`config.mk`:
```
export PLATFORM = sky130hd
export DESIGN_NAME = frame_of_reference_byte_unpack_decoder
export DESIGN_NICKNAME = d
export VERILOG_FILES = /design/src/rtl/forb_pkg.sv /design/src/rtl/frame_of_reference_byte_unpack_decoder.sv /design/src/rtl/forb_step.sv
export SDC_FILE = /design/constraint.sdc
export NUM_CORES = 1
export LEC_CHECK = 0
export CORE_UTILIZATION = 45
export DETAILED_ROUTE_END_ITERATION = 7
export DONT_BUFFER_PORTS = 1
export PLACE_DENSITY = 0.7
export SETUP_SLACK_MARGIN = 0.4
export SKIP_CTS_REPAIR_TIMING = 1
export SYNTH_ARGS = -nofsm -noshare
export SYNTH_HDL_FRONTEND = slang
export SYNTH_SLANG_ARGS = --single-unit
```
`constraint.sdc`:
```
create_clock -name i_clk -period 5.4 [get_ports i_clk]
set_clock_uncertainty 0.2 [all_clocks]
set_input_delay 0 -clock i_clk [delete_from_list [all_inputs] [get_ports i_clk]]
set_output_delay 0 -clock i_clk [all_outputs]
set_load 0.01 [all_outputs]
```
`src/rtl/forb_pkg.sv`:
```
package forb_pkg;

    // Header word layout
    localparam int unsigned HdrCompBit  = 31;
    localparam int unsigned HdrBaseBit  = 30;
    localparam int unsigned HdrWidthLsb = 27;
    localparam int unsigned LenWidth    = 23;

    // Base sizes in bytes for narrow and wide values
    localparam logic [LenWidth-1:0] BaseSzNarrow = LenWidth'(4);
    localparam logic [LenWidth-1:0] BaseSzWide   = LenWidth'(8);

    // Last base byte index for narrow and wide values
    localparam logic [2:0] BaseLastNarrow = 3'd3;
    localparam logic [2:0] BaseLastWide   = 3'd7;

    typedef enum logic [1:0] {
        PH_HEADER = 2'd0,
        PH_BASE   = 2'd1,
        PH_DATA   = 2'd2,
        PH_SKIP   = 2'd3
    } t_phase;

    typedef enum logic [1:0] {
        ST_OK        = 2'd0,
        ST_SKIPPED   = 2'd1,
        ST_TRUNCATED = 2'd2
    } t_status;

    typedef struct packed {
        t_phase               phase;
        logic [2:0]           byte_index;
        logic [31:0]          header_word;
        logic [63:0]          base_value;
        logic [63:0]          partial_value;
        logic [LenWidth-1:0]  bytes_left;
        logic [3:0]           bytes_per_value;
    } t_state;

    // Parser state after reset: waiting for a header, one byte per value
    localparam t_state StateReset = '{
        phase:           PH_HEADER,
        byte_index:      3'd0,
        header_word:     32'd0,
        base_value:      64'd0,
        partial_value:   64'd0,
        bytes_left:      '0,
        bytes_per_value: 4'd1
    };

    typedef struct packed {
        logic        valid;
        logic [63:0] value;
        logic        has_value;
        logic        block_end;
        t_status     status;
    } t_result;

endpackage

```
`src/rtl/frame_of_reference_byte_unpack_decoder.sv`:
```
// Frame-of-reference byte-packed block decoder.
// Input channel: one stream byte per item on i_data_byte, taken when i_valid
// is high and o_stall is low. Output channel: one result item (o_value,
// o_has_value, o_block_end, o_status) offered on o_valid, taken when i_stall
// is low. Header, base and skipped bytes give no result, except the byte
// that closes a block.
// Configuration: i_cfg_data[0] selects 64-bit (1) or 32-bit (0) values; it is
// written when i_cfg_valid and o_cfg_ready are high, and o_cfg_ready is
// always high. Write it only while the block is idle.
// Timing: a result appears on o_valid in the cycle after the byte that causes
// it is taken. Throughput: one byte per cycle while o_stall is low; the parser
// step (byte merge, 64-bit base add and length count) sits between the parser
// state register and the result register.
// Stalls: while a result waits with i_stall high, o_stall is raised and no
// byte is taken; the result holds until taken.
// Reset (synchronous, i_rst_n low): parser waits for a header, no result
// pending, value width set to 64 bits.
module frame_of_reference_byte_unpack_decoder (
    input  logic        i_clk,
    input  logic        i_rst_n,
    // byte input
    input  logic        i_valid,
    output logic        o_stall,
    input  logic [7:0]  i_data_byte,
    // result output
    output logic        o_valid,
    input  logic        i_stall,
    output logic [63:0] o_value,
    output logic        o_has_value,
    output logic        o_block_end,
    output logic [1:0]  o_status,
    // configuration
    input  logic        i_cfg_valid,
    output logic        o_cfg_ready,
    input  logic        i_cfg_data
);

    forb_pkg::t_state  r_state;
    forb_pkg::t_state  n_state;
    forb_pkg::t_result w_result;
    forb_pkg::t_result r_out;
    logic              r_wide;
    logic              w_in_acc;

    assign o_cfg_ready = 1'b1;
    assign o_stall     = r_out.valid & i_stall;
    assign w_in_acc    = i_valid & ~o_stall;

    forb_step u_step (
        .i_state  (r_state),
        .i_byte   (i_data_byte),
        .i_wide   (r_wide),
        .o_state  (n_state),
        .o_result (w_result)
    );

    // Value width register
    always_ff @(posedge i_clk) begin
        if (!i_rst_n) begin
            r_wide <= 1'b1;
        end else if (i_cfg_valid && o_cfg_ready) begin
            r_wide <= i_cfg_data;
        end
    end

    // Parser state
    always_ff @(posedge i_clk) begin
        if (!i_rst_n) begin
            r_state <= forb_pkg::StateReset;
        end else if (w_in_acc) begin
            r_state <= n_state;
        end
    end

    // Result register
    always_ff @(posedge i_clk) begin
        if (!i_rst_n) begin
            r_out <= '0;
        end else if (w_in_acc) begin
            r_out <= w_result;
        end else if (!i_stall) begin
            r_out.valid <= 1'b0;
        end
    end

    assign o_valid     = r_out.valid;
    assign o_value     = r_out.value;
    assign o_has_value = r_out.has_value;
    assign o_block_end = r_out.block_end;
    assign o_status    = r_out.status;

endmodule

```
`src/rtl/forb_step.sv`:
```
module forb_step (
    input  forb_pkg::t_state  i_state,
    input  logic [7:0]        i_byte,
    input  logic              i_wide,
    output forb_pkg::t_state  o_state,
    output forb_pkg::t_result o_result
);

    logic [63:0]                   w_byte_at;
    logic [31:0]                   w_hdr_ext;
    logic [31:0]                   w_hdr;
    logic [forb_pkg::LenWidth-1:0] w_len;
    logic [forb_pkg::LenWidth-1:0] w_sz;
    logic [forb_pkg::LenWidth-1:0] w_left_dec;
    logic [63:0]                   w_partial;
    logic [63:0]                   w_sum;
    logic                          w_comp;
    logic                          w_last_of_value;

    // Byte placed at its little-endian lane
    always_comb begin
        w_byte_at = 64'(i_byte) << {i_state.byte_index, 3'b000};
        w_hdr_ext = 32'(i_byte) << {i_state.byte_index[1:0], 3'b000};
    end

    always_comb begin
        w_hdr      = i_state.header_word | w_hdr_ext;
        w_len      = w_hdr[forb_pkg::LenWidth-1:0];
        w_sz       = i_wide ? forb_pkg::BaseSzWide : forb_pkg::BaseSzNarrow;
        w_left_dec = (i_state.bytes_left != '0) ? i_state.bytes_left - 1'b1
                                                : i_state.bytes_left;
        w_partial  = i_state.partial_value | w_byte_at;
        w_sum      = w_partial + i_state.base_value;
        w_comp     = (i_state.phase == forb_pkg::PH_HEADER)
                   ? w_hdr[forb_pkg::HdrCompBit]
                   : i_state.header_word[forb_pkg::HdrCompBit];
        w_last_of_value = ({1'b0, i_state.byte_index} + 4'd1)
                          >= i_state.bytes_per_value;
    end

    // One byte step of the block parser
    always_comb begin
        o_state  = i_state;
        o_result = '0;
        case (i_state.phase)
            forb_pkg::PH_HEADER: begin
                o_state.header_word = w_hdr;
                if (i_state.byte_index < 3'd3) begin
                    o_state.byte_index = i_state.byte_index + 3'd1;
                end else begin
                    o_state.byte_index      = '0;
                    o_state.bytes_per_value = 4'd1 + {1'b0, w_hdr[forb_pkg::HdrWidthLsb +: 3]};
                    o_state.base_value      = '0;
                    o_state.partial_value   = '0;
                    if (w_hdr[forb_pkg::HdrBaseBit]) begin
                        o_state.bytes_left = (w_len > w_sz) ? w_len - w_sz : '0;
                        o_state.phase      = forb_pkg::PH_BASE;
                    end else begin
                        o_state.bytes_left = w_len;
                        o_state.phase = w_comp ? forb_pkg::PH_SKIP : forb_pkg::PH_DATA;
                        // empty body closes the block at once
                        if (w_len == '0) begin
                            o_state.phase       = forb_pkg::PH_HEADER;
                            o_state.header_word = '0;
                            o_result.valid      = 1'b1;
                            o_result.block_end  = 1'b1;
                            o_result.status     = w_comp ? forb_pkg::ST_SKIPPED
                                                         : forb_pkg::ST_OK;
                        end
                    end
                end
            end
            forb_pkg::PH_BASE: begin
                o_state.base_value = i_state.base_value | w_byte_at;
                if (i_state.byte_index >= (i_wide ? forb_pkg::BaseLastWide
                                                  : forb_pkg::BaseLastNarrow)) begin
                    o_state.byte_index    = '0;
                    o_state.partial_value = '0;
                    o_state.phase = w_comp ? forb_pkg::PH_SKIP : forb_pkg::PH_DATA;
                    if (i_state.bytes_left == '0) begin
                        o_state.phase       = forb_pkg::PH_HEADER;
                        o_state.header_word = '0;
                        o_result.valid      = 1'b1;
                        o_result.block_end  = 1'b1;
                        o_result.status     = w_comp ? forb_pkg::ST_SKIPPED
                                                     : forb_pkg::ST_OK;
                    end
                end else begin
                    o_state.byte_index = i_state.byte_index + 3'd1;
                end
            end
            forb_pkg::PH_DATA: begin
                o_state.bytes_left = w_left_dec;
                if (w_last_of_value) begin
                    o_state.byte_index    = '0;
                    o_state.partial_value = '0;
                    o_result.valid        = 1'b1;
                    o_result.has_value    = 1'b1;
                    o_result.value        = i_wide ? w_sum : {32'd0, w_sum[31:0]};
                    o_result.status       = forb_pkg::ST_OK;
                    if (w_left_dec == '0) begin
                        o_state.phase       = forb_pkg::PH_HEADER;
                        o_state.header_word = '0;
                        o_result.block_end  = 1'b1;
                    end
                end else begin
                    o_state.byte_index    = i_state.byte_index + 3'd1;
                    o_state.partial_value = w_partial;
                    // block ends inside a value
                    if (w_left_dec == '0) begin
                        o_state.phase         = forb_pkg::PH_HEADER;
                        o_state.header_word   = '0;
                        o_state.byte_index    = '0;
                        o_state.partial_value = '0;
                        o_result.valid        = 1'b1;
                        o_result.block_end    = 1'b1;
                        o_result.status       = forb_pkg::ST_TRUNCATED;
                    end
                end
            end
            default: begin
                o_state.bytes_left = w_left_dec;
                if (w_left_dec == '0) begin
                    o_state.phase         = forb_pkg::PH_HEADER;
                    o_state.header_word   = '0;
                    o_state.byte_index    = '0;
                    o_state.partial_value = '0;
                    o_result.valid        = 1'b1;
                    o_result.block_end    = 1'b1;
                    o_result.status       = forb_pkg::ST_SKIPPED;
                end
            end
        endcase
    end

endmodule

```
# Word level (Yosys, flattened, before mapping)
# Cells that the tools add are included.
[word_totals] mem_bits_rw=0 reg_bits=262 latchBits=0 romBits=0 n_memories=0 inputBits=14
[op_classes] n_lt_le_gt_ge=4 eq_ne=7 muxes=55 shift=2 n_bitwise=8 mul=0 div=0 add_sub_neg=6 n_reduce_logical=15
[op_table] op="$mux W64" n=5
[op_table] op="$pmux W64 S3" n=1
[op_table] op="$mux W187" n=1
[op_table] op="$mux W32" n=5
[op_table] op="$mux W65" n=2
[op_table] op="$or A64 B64 Y64" n=2
[op_table] op="$pmux W64 S2" n=1
[op_table] op="$mux W37" n=3
[op_table] op="$pmux W37 S3" n=1
[op_table] op="$logic_not A23 Y1" n=3
[op_table] op="$mux W23" n=3
[op_table] op="$add A64 B64 Y64" n=1
[op_table] op="$shl A8 B6 Y64" n=1
[op_table] op="$pmux W23 S2" n=1
[op_table] op="$mux W3" n=11
[op_table] op="$or A32 B32 Y32" n=1
[op_table] op="$shl A8 B5 Y32" n=1
[op_table] op="$gt A23 B23 Y1" n=1
[op_table] op="$reduce_bool A23 Y1" n=1
[op_table] op="$sub A23 B1 Y23 const B" n=1
[op_table] op="$sub A23 B23 Y23" n=1
[op_table] op="$mux W1" n=12
[op_table] op="$mux W2" n=6
[op_table] op="$reduce_and A5 Y1" n=2
[op_table] op="22 further kinds" n=30

# Depth between registers and ports, before layout
# Gate-level depths: netlist of run 1.
[logic_depth] word_depth=8 ltp_mapped=16

# Hierarchy
# Synthesis of run 1 repeated with hierarchy kept, for this count alone.
[hier_totals] cells_unflattened=2540 hier_area_um2=19312.3
[modules_own_cells] module="frame_of_reference_byte_unpack_decoder" instances=1 area_per_inst_um2=10490.1 cells_each=1137 seq_area_each_um2=5245.0
[modules_own_cells] module="forb_step" instances=1 area_per_inst_um2=8822.2 cells_each=1403 seq_area_each_um2=0.0

# Worst setup path before layout of run 1
# OpenSTA, ideal clock, no wires.
[synth_path] path_type="reg-to-reg" startpoint="register r_state[187] (netlist bit)" endpoint="register r_out, in the netlist o_value[51]" arrival_ns=3.862 stages_incl_launch_ff=16 slack_ns=1.212 required_time_ns=5.074 period_less_slack_ns=4.188 setup_time_ns=0.126 cell_sequence="dfxtp_1 clkbuf_1 nor2_1 and2_1 clkbuf_1 a21o_1 ha_1 a21o_1 a221o_1 a41o_1 a211oi_1 a31oi_1 o31ai_1 o221ai_1 xnor2_1 o21ai_1"
[synth_between] elab_chain_len=6 elab_cells_between_ends=8
[synth_lines] item="start: declaration" line_no="frame_of_reference_byte_unpack_decoder.sv:38" text="forb_pkg::t_state r_state;"
[synth_lines] item="start signal: assignment" line_no="frame_of_reference_byte_unpack_decoder.sv:69" text="r_state <= forb_pkg::StateReset;"
[synth_lines] item="start signal: assignment" line_no="frame_of_reference_byte_unpack_decoder.sv:71" text="r_state <= n_state;"
[synth_lines] item="$shl A8 B6 Y64" line_no="forb_step.sv:22" text="w_byte_at = 64'(i_byte) << {i_state.byte_index, 3'b000};"
[synth_lines] item="$or A64 B64 Y64" line_no="forb_step.sv:32" text="w_partial = i_state.partial_value | w_byte_at;"
[synth_lines] item="$add A64 B64 Y64" line_no="forb_step.sv:33" text="w_sum = w_partial + i_state.base_value;"
[synth_lines] item="$mux W64" line_no="forb_step.sv:99" text="o_result.value = i_wide ? w_sum : {32'd0, w_sum[31:0]};"
[synth_lines] item="$mux W65 *" line_no="forb_step.sv:94" text="if (w_last_of_value) begin"
[synth_lines] item="$mux W65 *" line_no="forb_step.sv:45" text="case (i_state.phase)"
[synth_lines] item="end signal: assignment" line_no="frame_of_reference_byte_unpack_decoder.sv:80" text="r_out <= w_result;"
[synth_lines] item="end: declaration" line_no="frame_of_reference_byte_unpack_decoder.sv:41" text="forb_pkg::t_result r_out;"
# Mark *: on every way between the ends. The rest lies on a longest branch, timed or not.
# A chain may end at the register's enable or synchronous reset.

# Worst setup path in the final report of run 1
[layout_path] startpoint="register r_state[188] (netlist bit)" endpoint="register r_out, in the netlist o_value[62]"
# The elaborated chain is that of the path after synthesis.

==> run_summary.xml, run 1 <==
<?xml version="1.0" encoding="UTF-8"?>
<metrics>
  <group name="outcome">
    <metric name="outcome" unit="">complete, but fails checks</metric>
    <metric name="failing_checks" unit="">negative hold slack</metric>
  </group>
  <group name="floorplanning">
    <metric name="die_width" unit="um">182</metric>
    <metric name="die-area" unit="mm2">0.0333</metric>
    <metric name="std_cell_rows" unit="">65</metric>
    <metric name="core_area" unit="mm2">0.0318</metric>
    <metric name="fp.dieH" unit="um">182</metric>
    <metric name="io_pins" unit="">85</metric>
    <metric name="floorplan.initialDensity" unit="">0.461</metric>
  </group>
  <group name="cts">
    <metric name="clk-insertion-delay-late" unit="ns">0.57</metric>
    <metric name="cts_tree" unit="">yes</metric>
    <metric name="root_buffer" unit="">clkbuf_16</metric>
    <metric name="cts_max_level" unit="">1</metric>
    <metric name="numClockSinks" unit="">258</metric>
    <metric name="clk_pin_slew" unit="ns">0.06</metric>
    <metric name="tritoncts.num_buffers" unit="">28</metric>
    <metric name="max-clock-path-buffers" unit="">3</metric>
  </group>
  <group name="timing">
    <metric name="rsz_0062_raised_after_global_routing" unit="">no</metric>
    <metric name="fmax" unit="GHz">0.215</metric>
    <metric name="finalMaxSlewViolations" unit="">0</metric>
    <metric name="timing.final.hold_violations" unit="">2</metric>
    <metric name="period_minus_slack" unit="ns">4.65</metric>
    <metric name="finalSetupViolCount" unit="">0</metric>
    <metric name="fin_worst_hold_slack" unit="ns">-0.0296</metric>
    <metric name="post-route-period-util" unit="">0.860</metric>
    <metric name="fin_tns_setup" unit="ns">0</metric>
    <metric name="worst_slew_pin_slew" unit="ns">1.22</metric>
    <metric name="slew_headroom" unit="">0.184</metric>
  </group>
  <group name="placement">
    <metric name="gp_congestion" unit="">0.924</metric>
    <metric name="numPortBuffers" unit="">0</metric>
    <metric name="detailedPlacementHpwl" unit="um">32000</metric>
    <metric name="placedCellCount" unit="">2159</metric>
  </group>
  <group name="drt">
    <metric name="routed_wl_met3" unit="um">3670</metric>
    <metric name="wire_per_inst" unit="um">20.5</metric>
    <metric name="totalWireLength" unit="um">45700</metric>
    <metric name="drt_pass1_iterations" unit="">6</metric>
    <metric name="met2_wirelength" unit="um">19900</metric>
    <metric name="routedLengthMet1" unit="um">20800</metric>
    <metric name="top_signal_layer_used" unit="">met4</metric>
    <metric name="remaining_number_of_nets_flagged_by_the_antenna_check_after_routing" unit="">0</metric>
    <metric name="remaining_drc_errors" unit="">0</metric>
    <metric name="avgViaCountPerCell" unit="">6.11</metric>
    <metric name="via_count" unit="">13617</metric>
    <metric name="dr.first_iter.drc_count" unit="">1481</metric>
  </group>
  <group name="setup_path">
    <metric name="required_arrival_time_at_the_worst_endpoint" unit="ns">5.65</metric>
    <metric name="critical_path.endpoint_type" unit="">flip-flop</metric>
    <metric name="critical_path.startpoint" unit="">r_state[188]</metric>
    <metric name="worstSetupPathType" unit="">reg2reg</metric>
    <metric name="worst-r2r-setup-slack" unit="ns">0.75</metric>
    <metric name="r2r-start" unit="">r_state[188]</metric>
    <metric name="critical_path.max_fanout" unit="">15</metric>
    <metric name="reg2regPathDepth" unit="">15</metric>
    <metric name="timing.critical_path.arrival" unit="ns">4.90</metric>
    <metric name="worstReg2RegEnd" unit="">o_value[62]</metric>
    <metric name="setup.worst_path.start_class" unit="">flip-flop</metric>
  </group>
  <group name="yosys">
    <metric name="parity_gate_share_of_the_synthesized_area_counting_xor_and_xnor_cells" unit="">0.0478</metric>
    <metric name="predominant_post_synthesis_flop_cell" unit="">dfxtp_1</metric>
    <metric name="netlist-cell-type-count" unit="">79</metric>
    <metric name="yosysSeqAreaShare" unit="">0.352</metric>
    <metric name="syn_avg_cell_area" unit="um2">8.08</metric>
    <metric name="ys_async_sr_fraction" unit="">0</metric>
    <metric name="synth.cell_area" unit="mm2">0.0147</metric>
    <metric name="postSynthRegisterBits" unit="">258</metric>
    <metric name="synth-compound-area-share" unit="">0.295</metric>
    <metric name="synth_edf_count" unit="">0</metric>
    <metric name="synth_fa_ha_area_frac" unit="">0.0804</metric>
    <metric name="ys_warn_count" unit="">0</metric>
    <metric name="synth.area.mux_share" unit="">0.00273</metric>
    <metric name="synth_simple_gate_area_share" unit="">0.180</metric>
    <metric name="synth_top_family_by_area" unit="">compound AO/OA/AOI/OAI gates</metric>
    <metric name="synth_cells" unit="">1813</metric>
    <metric name="postSynthNetCount" unit="">1920</metric>
  </group>
  <group name="run">
    <metric name="cap_viol_max_count" unit="">0</metric>
  </group>
  <group name="global_routing">
    <metric name="grt_start_max_net_pins" unit="">65</metric>
    <metric name="number_of_antenna_violations_at_the_first_check_in_global_routing" unit="">1</metric>
    <metric name="grt_pass1_vias" unit="">12683</metric>
    <metric name="grt_first_pass_wirelength" unit="um">70900</metric>
    <metric name="grt_use_total" unit="">0.265</metric>
    <metric name="global_route.overflow_total" unit="">0</metric>
  </group>
  <group name="worst_hold_path">
    <metric name="timing.hold.worst.start" unit="">i_data_byte[3]</metric>
    <metric name="min_delay_path_depth" unit="">7</metric>
    <metric name="min_delay_worst_endpoint" unit="">r_state[17]</metric>
    <metric name="hold_wc_path_type" unit="">in2reg</metric>
  </group>
  <group name="power">
    <metric name="power_report.internal_total" unit="mW">3.26</metric>
    <metric name="total_net_switching_power" unit="mW">1.27</metric>
    <metric name="power.share.sequential" unit="">0.432</metric>
    <metric name="power.clock.fraction" unit="">0.428</metric>
    <metric name="max-vdd-ir-drop" unit="mV">0.241</metric>
    <metric name="comb_power_share" unit="">0.139</metric>
    <metric name="leakage_power_figure" unit="nW">7.05</metric>
    <metric name="swShare" unit="">0.281</metric>
    <metric name="power_per_cell_area" unit="mW/mm2">281</metric>
  </group>
  <group name="final_layout">
    <metric name="layout.core_utilization" unit="">0.507</metric>
    <metric name="finalNonFillerCells" unit="">2227</metric>
    <metric name="design.final.nets" unit="">1878</metric>
    <metric name="layout-area-overhead-vs-synth" unit="%">10.1</metric>
    <metric name="layout.cells.most_common_list" unit="">dfxtp_1 (257), nor2_1 (224), a21oi_1 (194), nand2_1 (134), a21o_1 (103)</metric>
    <metric name="drive_gt1_frac" unit="">0.0642</metric>
    <metric name="final_common_cell" unit="">dfxtp_1</metric>
  </group>
</metrics>
-- power groups by stage --
stage                     Clock (mW)  Combinational (mW)  Sequential [mW]
after floorplan                    0               0.423             1.99
after global placement             0               0.578             2.00
after detailed placement           0               0.583             2.00
after CTS                       1.96               0.587             1.96
after global routing            2.04               0.677             1.96
final                           1.94               0.632             1.96
-- area by class of cell --
type | instances | area, um2
clock inverter | 8 | 104
clock buffer | 42 | 813
fill | 3009 | 15700
inverter | 30 | 113
antenna | 1 | 2.50
multi-input combinational | 1402 | 8950
tap | 435 | 544
sequential | 258 | 5170
timing repair buffer | 51 | 435
-- flip-flops by register name, summed over array words and instances, names as in the netlist --
register / flops
o_has_value: 1
o_status: 2
o_value: 64
r_wide: 1
o_valid: 1
r_state: 188
o_block_end: 1
-- routing by layer --
layer  vias up  global-route usage
li1       6510                   -
met1      6497               0.370
met2       540               0.419
met3        70              0.0421
met4         0              0.0790
met5         -                   0
-- synth_stat cells (all sizes together), types with 3 or more instances --
| cell | count | area [um2] |
|---|---|---|
| dfxtp | 258 | 5160 |
| nor2 | 227 | 852 |
| a21oi | 195 | 980 |
| nand2 | 134 | 503 |
| o21ai | 115 | 576 |
| a21o | 103 | 773 |
| clkbuf | 100 | 375 |
| ha | 91 | 1140 |
| a22o | 63 | 552 |
| xnor2 | 40 | 350 |
| xor2 | 40 | 350 |
| a22oi | 38 | 285 |
| nor3 | 38 | 201 |
| nand3 | 35 | 175 |
| inv | 29 | 109 |
| and2 | 27 | 169 |
| buf | 23 | 110 |
| nand4 | 20 | 125 |
| a31oi | 16 | 100 |
| nor4 | 16 | 121 |
| o31ai | 15 | 131 |
| o21bai | 13 | 97.6 |
| and3 | 12 | 75.1 |
| or3 | 12 | 75.1 |
| a211oi | 11 | 82.6 |
| nand2b | 10 | 62.6 |
| o21a | 10 | 75.1 |
| o22ai | 9 | 56.3 |
| a41oi | 8 | 70.1 |
| o211ai | 8 | 60.1 |
| o32ai | 8 | 70.1 |
| or2 | 8 | 50.1 |
| a32oi | 6 | 52.6 |
| a21boi | 5 | 37.5 |
| a31o | 5 | 43.8 |
| nand3b | 5 | 50.1 |
| o221ai | 5 | 43.8 |
| and4 | 4 | 35.0 |
| mux2i | 4 | 40.0 |
| or4 | 4 | 33.8 |
| a221o | 3 | 30.0 |
| a221oi | 3 | 26.3 |
| a41o | 3 | 30.0 |
| nor2b | 3 | 18.8 |
| nor3b | 3 | 27.5 |
-- kinds of logic (layout without fill, tap and decap cells) --
group,after synthesis,in the layout
muxes,4,4
other,1,2
DFF,258,258
adders and majority gates,93,93
AOI/OAI and AO/OA,659,659
buffers and inverters,153,131
xor gates and xnor gates,80,80
and+or+nand+nor,565,565
-- how the worst max path moves through the flow --
stage	end	cells past startpoint
4_1_cts	o_value[62]	14
5_1_grt	o_value[62]	15
3_5_place_dp	o_value[62]	14
3_3_place_gp	o_value[62]	14
6_report	o_value[62]	15
2_1_floorplan	o_value[51]	15
-- critical path, stage by stage (launching register included) --
cell	delay [ns]
dfxtp_1	0.62
nor2_1	0.24
and2_1	0.31
a21o_1	0.23
ha_1	0.21
fa_1	0.40
nand3_1	0.13
a21oi_1	0.10
o21ai_0	0.51
a21oi_1	0.29
o21ai_2	0.36
o21ai_0	0.14
buf_4	0.17
a41o_1	0.27
o211a_1	0.13
o31ai_1	0.22
-- per-stage QoR --
stage	cell area (um2)	hold WS [ns]	total power [mW]	setup slack, ns
after global routing	16100	0.00866	4.68	0.480
final	16100	-0.0296	4.53	0.753
after CTS	15900	-0.655	4.50	0.576
after detailed placement	15000	-0.0837	2.58	0.601
after global placement	15000	-0.0862	2.58	0.681
after floorplan	14700	-0.0841	2.41	1.21
Note: power is estimated with default switching activity, not from simulation.
==> inputs of run 2 (changes only) <==
ABC_AREA = 1   (was default)
==> run 2 against run 1 <==
The flow now finishes without violations. Via count increased by 32%. Design area up 16%. Power up 66%. Global-route usage increased by 4.0 points. Count of clock-buffer cells in the layout grew 1. Routed wire length rose by 32%. Sequential power is 9% higher. Non-clock buffer count down 15. Fmax is 8.1% higher. Synthesized cell count grew 49%. Setup slack gained 0.35 ns. Critical endpoint is now o_value[46].
==> run_summary.xml, run 2 <==
<?xml version="1.0" encoding="UTF-8"?>
<metrics>
  <group name="global_routing">
    <metric name="global_route.overflow_total" unit="">0</metric>
    <metric name="number_of_antenna_violations_at_the_first_check_in_global_routing" unit="">6</metric>
    <metric name="grt_first_pass_wirelength" unit="um">92300</metric>
    <metric name="grt_start_max_net_pins" unit="">124</metric>
    <metric name="grt_pass1_vias" unit="">16589</metric>
    <metric name="grt_use_total" unit="">0.305</metric>
  </group>
  <group name="run">
    <metric name="cap_viol_max_count" unit="">0</metric>
  </group>
  <group name="timing">
    <metric name="post-route-period-util" unit="">0.796</metric>
    <metric name="period_minus_slack" unit="ns">4.30</metric>
    <metric name="finalSetupViolCount" unit="">0</metric>
    <metric name="timing.final.hold_violations" unit="">0</metric>
    <metric name="worst_slew_pin_slew" unit="ns">0.981</metric>
    <metric name="fin_tns_setup" unit="ns">0</metric>
    <metric name="fmax" unit="GHz">0.233</metric>
    <metric name="slew_headroom" unit="">0.346</metric>
    <metric name="rsz_0062_raised_after_global_routing" unit="">no</metric>
    <metric name="finalMaxSlewViolations" unit="">0</metric>
    <metric name="fin_worst_hold_slack" unit="ns">0.149</metric>
  </group>
  <group name="drt">
    <metric name="avgViaCountPerCell" unit="">5.59</metric>
    <metric name="wire_per_inst" unit="um">18.8</metric>
    <metric name="remaining_number_of_nets_flagged_by_the_antenna_check_after_routing" unit="">0</metric>
    <metric name="dr.first_iter.drc_count" unit="">1679</metric>
    <metric name="drt_pass1_iterations" unit="">6</metric>
    <metric name="totalWireLength" unit="um">60300</metric>
    <metric name="via_count" unit="">17931</metric>
    <metric name="remaining_drc_errors" unit="">0</metric>
  </group>
  <group name="placement">
    <metric name="detailedPlacementHpwl" unit="um">45400</metric>
    <metric name="dpl_cell_area" unit="mm2">0.0175</metric>
    <metric name="gp_congestion" unit="">0.989</metric>
    <metric name="numPortBuffers" unit="">0</metric>
  </group>
  <group name="setup_path">
    <metric name="critical_path.startpoint" unit="">r_state[188]</metric>
    <metric name="required_arrival_time_at_the_worst_endpoint" unit="ns">5.63</metric>
    <metric name="worst-r2r-setup-slack" unit="ns">1.10</metric>
    <metric name="critical_path.endpoint_type" unit="">flip-flop</metric>
    <metric name="r2r-start" unit="">r_state[188]</metric>
    <metric name="worstSetupPathType" unit="">reg2reg</metric>
    <metric name="worstReg2RegEnd" unit="">o_value[46]</metric>
    <metric name="timing.critical_path.arrival" unit="ns">4.53</metric>
    <metric name="reg2regPathDepth" unit="">14</metric>
    <metric name="critical_path.max_fanout" unit="">13</metric>
    <metric name="setup.worst_path.start_class" unit="">flip-flop</metric>
  </group>
  <group name="power">
    <metric name="leakage_power_figure" unit="nW">7.93</metric>
    <metric name="max-vdd-ir-drop" unit="mV">0.262</metric>
    <metric name="power_per_cell_area" unit="mW/mm2">402</metric>
    <metric name="total_net_switching_power" unit="mW">3.33</metric>
    <metric name="power.share.sequential" unit="">0.285</metric>
    <metric name="swShare" unit="">0.443</metric>
    <metric name="power.clock.fraction" unit="">0.279</metric>
    <metric name="power_report.internal_total" unit="mW">4.18</metric>
    <metric name="comb_power_share" unit="">0.436</metric>
  </group>
  <group name="cts">
    <metric name="tritoncts.num_buffers" unit="">30</metric>
    <metric name="cts_tree" unit="">yes</metric>
    <metric name="max-clock-path-buffers" unit="">3</metric>
    <metric name="numClockSinks" unit="">258</metric>
    <metric name="clk-insertion-delay-late" unit="ns">0.61</metric>
    <metric name="clk_pin_slew" unit="ns">0.06</metric>
    <metric name="cts_max_level" unit="">1</metric>
    <metric name="root_buffer" unit="">clkbuf_16</metric>
  </group>
  <group name="worst_hold_path">
    <metric name="min_delay_worst_endpoint" unit="">r_state[149]</metric>
    <metric name="hold_wc_path_type" unit="">in2reg</metric>
    <metric name="min_delay_path_depth" unit="">3</metric>
    <metric name="timing.hold.worst.start" unit="">i_data_byte[2]</metric>
  </group>
  <group name="final_layout">
    <metric name="drive_gt1_frac" unit="">0.0906</metric>
    <metric name="final_common_cell" unit="">nand2_1</metric>
    <metric name="layout.cells.most_common_list" unit="">nand2_1 (681), nor2_1 (391), dfxtp_1 (258), inv_1 (257), a21oi_1 (256)</metric>
    <metric name="layout-area-overhead-vs-synth" unit="%">9.39</metric>
    <metric name="max_flop_register" unit="">r_state</metric>
    <metric name="design.final.nets" unit="">2777</metric>
    <metric name="largest_reg_flops" unit="">188</metric>
    <metric name="summed_area_of_non_filler_cells_in_the_final_layout" unit="mm2">0.0187</metric>
    <metric name="layout.core_utilization" unit="">0.499</metric>
  </group>
  <group name="yosys">
    <metric name="synth.top_cells.by_count" unit="">nand2_1 (683), nor2_1 (395), dfxtp_1 (258)</metric>
    <metric name="predominant_post_synthesis_flop_cell" unit="">dfxtp_1</metric>
    <metric name="ys_async_sr_fraction" unit="">0</metric>
    <metric name="synth_largest_type_area_fraction" unit="">0.302</metric>
    <metric name="synth_edf_count" unit="">0</metric>
    <metric name="postSynthRegisterBits" unit="">258</metric>
    <metric name="yosysTopAreaCell" unit="">dfxtp_1</metric>
    <metric name="synth_cells" unit="">2699</metric>
    <metric name="netlist_top_cells_area" unit="">dfxtp_1 (30%), nand2_1 (15%), nor2_1 (8.7%)</metric>
    <metric name="postSynthNetCount" unit="">2806</metric>
    <metric name="ys_warn_count" unit="">0</metric>
    <metric name="yosysSeqAreaShare" unit="">0.302</metric>
    <metric name="synth.cell_area" unit="mm2">0.0171</metric>
    <metric name="synth.most_common_cell" unit="">nand2_1</metric>
    <metric name="netlist-cell-type-count" unit="">46</metric>
    <metric name="syn_avg_cell_area" unit="um2">6.34</metric>
  </group>
  <group name="floorplanning">
    <metric name="std_cell_rows" unit="">71</metric>
    <metric name="floorplan.initialDensity" unit="">0.456</metric>
    <metric name="fp.dieH" unit="um">197</metric>
    <metric name="core_area" unit="mm2">0.0375</metric>
    <metric name="die-area" unit="mm2">0.0388</metric>
    <metric name="die_width" unit="um">197</metric>
    <metric name="io_pins" unit="">85</metric>
  </group>
  <group name="outcome">
    <metric name="outcome" unit="">finished clean</metric>
  </group>
</metrics>
run 2: changes by cell type after synthesis, sizes merged, moves of 74 or more:
| cell | delta |
|---|---|
| nand2 | +552 |
| a21o | -95 |
| a21oi | +121 |
| or2 | +74 |
| nand3 | +155 |
| inv | +233 |
| nor2 | +180 |
run 2: cell type report:
class	count	area (um2)
fill	3894	18800
clock buffer	43	890
antenna	5	12.5
sequential	258	5160
clock inverter	13	136
multi-input combinational	2080	10500
tap	511	639
inverter	264	991
timing repair buffer	36	335
run 2: critical path, cell delays in order (launching register included):
cell and delay (ns):
dfxtp_1 0.59, inv_1 0.25, nand3_1 0.33, nor2_1 0.11
or2_2 0.31, ha_1 0.39, inv_1 0.11, o21ai_0 0.13
a21oi_1 0.29, o21ai_0 0.26, a21oi_1 0.33, nand3_1 0.31
or2_2 0.37, nand3_1 0.07, a21oi_1 0.06
run 2: cell families (layout without fill, tap and decap cells):
logic type	Yosys count	after routing	share of synthesized area
xor gates and xnor gates	28	28	0.0143
buffers and inverters	361	356	0.0844
adders and majority gates	93	93	0.0689
DFF	258	258	0.302
and+or+nand+nor	1438	1438	0.355
AOI/OAI and AO/OA	520	520	0.175
other	1	6	0.000219
run 2: power groups by stage:
stage               Clock (mW)  Combinational, mW  Sequential (mW)
finish                    2.10               3.27             2.14
CTS                       2.12               3.17             2.14
detailed placement           0               3.16             2.18
floorplan                    0               2.50             2.14
global route              2.20               3.69             2.16
global placement             0               3.13             2.18
run 2: worst max path at each step:
stage	end	slack, ns	cells after the start
finish	o_value[46]	1.10	14
floorplan	o_value[30]	2.02	17
global route	o_value[50]	0.86	17
CTS	o_value[42]	1.27	15
global placement	o_value[46]	1.40	14
detailed placement	o_value[46]	1.33	15
run 2: per-stage QoR:
step / worst slack [ns] / instances / power, mW
floorplan: 2.02 / 2699 / 4.64
global placement: 1.40 / 3130 / 5.31
detailed placement: 1.33 / 3130 / 5.34
CTS: 1.27 / 3186 / 7.44
global route: 0.855 / 3209 / 8.05
finish: 1.10 / 3210 / 7.51
run 2: per-layer routing:
layer	up-vias	global-route usage	wire, um
met3	140	0.0464	5090
met2	726	0.482	26400
met1	8308	0.413	26300
met5	-	0	10
met4	2	0.131	2440
li1	8755	-	-
==> inputs of run 3 (changes only) <==
clock period = 4.3 ns   (was 5.4 ns; I/O delays follow)
==> run 3 against run 2 <==
Sequential share of layout area shrank 2.5 points. Critical endpoint is now o_value[63]. Count of clock-buffer cells in the layout shrank 5. Final cell count grew 5.2%. Die area is the same. First-iteration DRC count grew 2.8%. Combinational power grew 35%. Largest power group unchanged. Power grew 31%. Setup slack lost 0.63 ns.
==> run_summary.xml, run 3 (same netlist as run 2, synthesis figures left out) <==
<?xml version="1.0" encoding="UTF-8"?>
<metrics>
  <group name="drt">
    <metric name="totalWireLength" unit="um">65100</metric>
    <metric name="wire_per_inst" unit="um">19.3</metric>
    <metric name="via_count" unit="">18783</metric>
    <metric name="drt_pass1_iterations" unit="">5</metric>
    <metric name="avgViaCountPerCell" unit="">5.56</metric>
    <metric name="remaining_number_of_nets_flagged_by_the_antenna_check_after_routing" unit="">0</metric>
    <metric name="dr.first_iter.drc_count" unit="">1726</metric>
    <metric name="remaining_drc_errors" unit="">0</metric>
  </group>
  <group name="placement">
    <metric name="detailedPlacementHpwl" unit="um">47400</metric>
    <metric name="placedCellCount" unit="">3141</metric>
    <metric name="numPortBuffers" unit="">0</metric>
    <metric name="dpl_cell_area" unit="mm2">0.0176</metric>
    <metric name="gp_congestion" unit="">0.975</metric>
    <metric name="dp_worst_setup_slack" unit="ns">0.336</metric>
  </group>
  <group name="final_layout">
    <metric name="multi_input_gate_area" unit="mm2">0.0106</metric>
    <metric name="layout.cells.most_common_list" unit="">nand2_1 (680), nor2_1 (383), inv_1 (257), dfxtp_1 (257), a21oi_1 (252)</metric>
    <metric name="layout-area-overhead-vs-synth" unit="%">20.5</metric>
    <metric name="total_of_fill_cells_in_the_finished_design" unit="">3759</metric>
    <metric name="max_flop_register" unit="">r_state</metric>
    <metric name="drive_gt1_frac" unit="">0.0991</metric>
    <metric name="summed_area_of_non_filler_cells_in_the_final_layout" unit="mm2">0.0206</metric>
    <metric name="design.final.nets" unit="">2949</metric>
    <metric name="ff_latch_area" unit="mm2">0.00517</metric>
    <metric name="largest_reg_flops" unit="">188</metric>
    <metric name="finalNonFillerCells" unit="">3378</metric>
    <metric name="final_common_cell" unit="">nand2_1</metric>
  </group>
  <group name="setup_path">
    <metric name="critical_path.endpoint_type" unit="">flip-flop</metric>
    <metric name="required_arrival_time_at_the_worst_endpoint" unit="ns">4.57</metric>
    <metric name="setup.worst_path.start_class" unit="">flip-flop</metric>
    <metric name="timing.critical_path.arrival" unit="ns">4.10</metric>
    <metric name="critical_path.max_fanout" unit="">19</metric>
    <metric name="worstSetupPathType" unit="">reg2reg</metric>
  </group>
  <group name="global_routing">
    <metric name="grt_first_pass_wirelength" unit="um">93700</metric>
    <metric name="grt_pass1_vias" unit="">16320</metric>
    <metric name="grt_use_total" unit="">0.313</metric>
    <metric name="number_of_antenna_violations_at_the_first_check_in_global_routing" unit="">0</metric>
    <metric name="global_route.overflow_total" unit="">0</metric>
    <metric name="grt_start_max_net_pins" unit="">124</metric>
  </group>
  <group name="outcome">
    <metric name="outcome" unit="">finished clean</metric>
  </group>
  <group name="timing">
    <metric name="slew_headroom" unit="">0.370</metric>
    <metric name="final_critical_path_setup_slack" unit="ns">0.471</metric>
    <metric name="fmax" unit="GHz">0.261</metric>
    <metric name="period_minus_slack" unit="ns">3.83</metric>
    <metric name="fin_tns_setup" unit="ns">0</metric>
    <metric name="timing.final.hold_violations" unit="">0</metric>
    <metric name="rsz_0062_raised_after_global_routing" unit="">yes</metric>
    <metric name="finalMaxSlewViolations" unit="">0</metric>
    <metric name="post-route-period-util" unit="">0.891</metric>
    <metric name="worst_slew_pin_slew" unit="ns">0.942</metric>
    <metric name="finalSetupViolCount" unit="">0</metric>
  </group>
  <group name="floorplanning">
    <metric name="floorplan.initialDensity" unit="">0.456</metric>
    <metric name="std_cell_rows" unit="">71</metric>
    <metric name="die-area" unit="mm2">0.0388</metric>
    <metric name="core_area" unit="mm2">0.0375</metric>
    <metric name="die_width" unit="um">197</metric>
    <metric name="fp.dieH" unit="um">197</metric>
    <metric name="io_pins" unit="">85</metric>
  </group>
  <group name="run">
    <metric name="cap_viol_max_count" unit="">0</metric>
  </group>
  <group name="cts">
    <metric name="numClockSinks" unit="">258</metric>
    <metric name="tritoncts.num_buffers" unit="">31</metric>
    <metric name="max-clock-path-buffers" unit="">3</metric>
    <metric name="clk_pin_slew" unit="ns">0.06</metric>
    <metric name="cts_tree" unit="">yes</metric>
    <metric name="root_buffer" unit="">clkbuf_16</metric>
    <metric name="clk-insertion-delay-late" unit="ns">0.59</metric>
    <metric name="cts_max_level" unit="">1</metric>
  </group>
  <group name="power">
    <metric name="leakage_power_figure" unit="nW">8.68</metric>
    <metric name="max-vdd-ir-drop" unit="mV">0.427</metric>
    <metric name="power_per_cell_area" unit="mW/mm2">477</metric>
    <metric name="p_total" unit="mW">9.83</metric>
  </group>
  <group name="worst_hold_path">
    <metric name="hold_wc_path_type" unit="">reg2reg</metric>
  </group>
</metrics>
-- run 3: final timing paths --
check,start,end,slack [ns],cells past startpoint
max,r_state[187],o_value[63],0.47,16
min reg2reg,r_state[28],r_state[28],0.27,2
max reg2reg,r_state[187],o_value[63],0.47,16
min,r_state[28],r_state[28],0.27,2
-- run 3: cell type report --
class,instances,share of cell area
Antenna cell,1,0.000121
Clock buffer,38,0.0414
Clock inverter,19,0.00972
Inverter,264,0.0482
Multi-Input combinational cell,2080,0.515
Sequential cell,258,0.251
Tap cell,511,0.0310
Timing Repair Buffer,207,0.103
-- run 3: where the power goes --
group	internal [mW]	switching (mW)	total, mW
Sequential	2.55	0.141	2.69
Clock	1.59	1.14	2.73
Combinational	1.36	3.05	4.41
Total	5.50	4.33	9.83
-- run 3: worst max-delay path: stages (launching register included) --
cell and delay [ns]:
dfxtp_1 0.44, inv_4 0.14, nand3_1 0.31, nor2_1 0.16, or2_2 0.32, ha_1 0.56, nand2_1 0.13, nor2_1 0.12
inv_1 0.07, nor2_1 0.12, inv_1 0.10, nor4_1 0.58, nand2_1 0.18, nand2_1 0.10, nand2_1 0.05, nand3_1 0.06
a21oi_1 0.06
-- run 3: metal layers --
layer,vias to the layer above,track usage,share of wire
li1,9103,-,-
met1,8784,0.428,0.44
met4,0,0.111,0.036
met5,-,0,0
met3,137,0.0469,0.078
met2,759,0.499,0.45
-- run 3: stage by stage --
stage | hold slack (ns) | util
2_1_floorplan | -0.0996 | -
3_3_place_gp | -0.0983 | 0.470
3_5_place_dp | -0.0922 | 0.470
4_1_cts | -0.703 | 0.498
5_1_grt | 0.276 | 0.549
6_report | 0.267 | 0.549
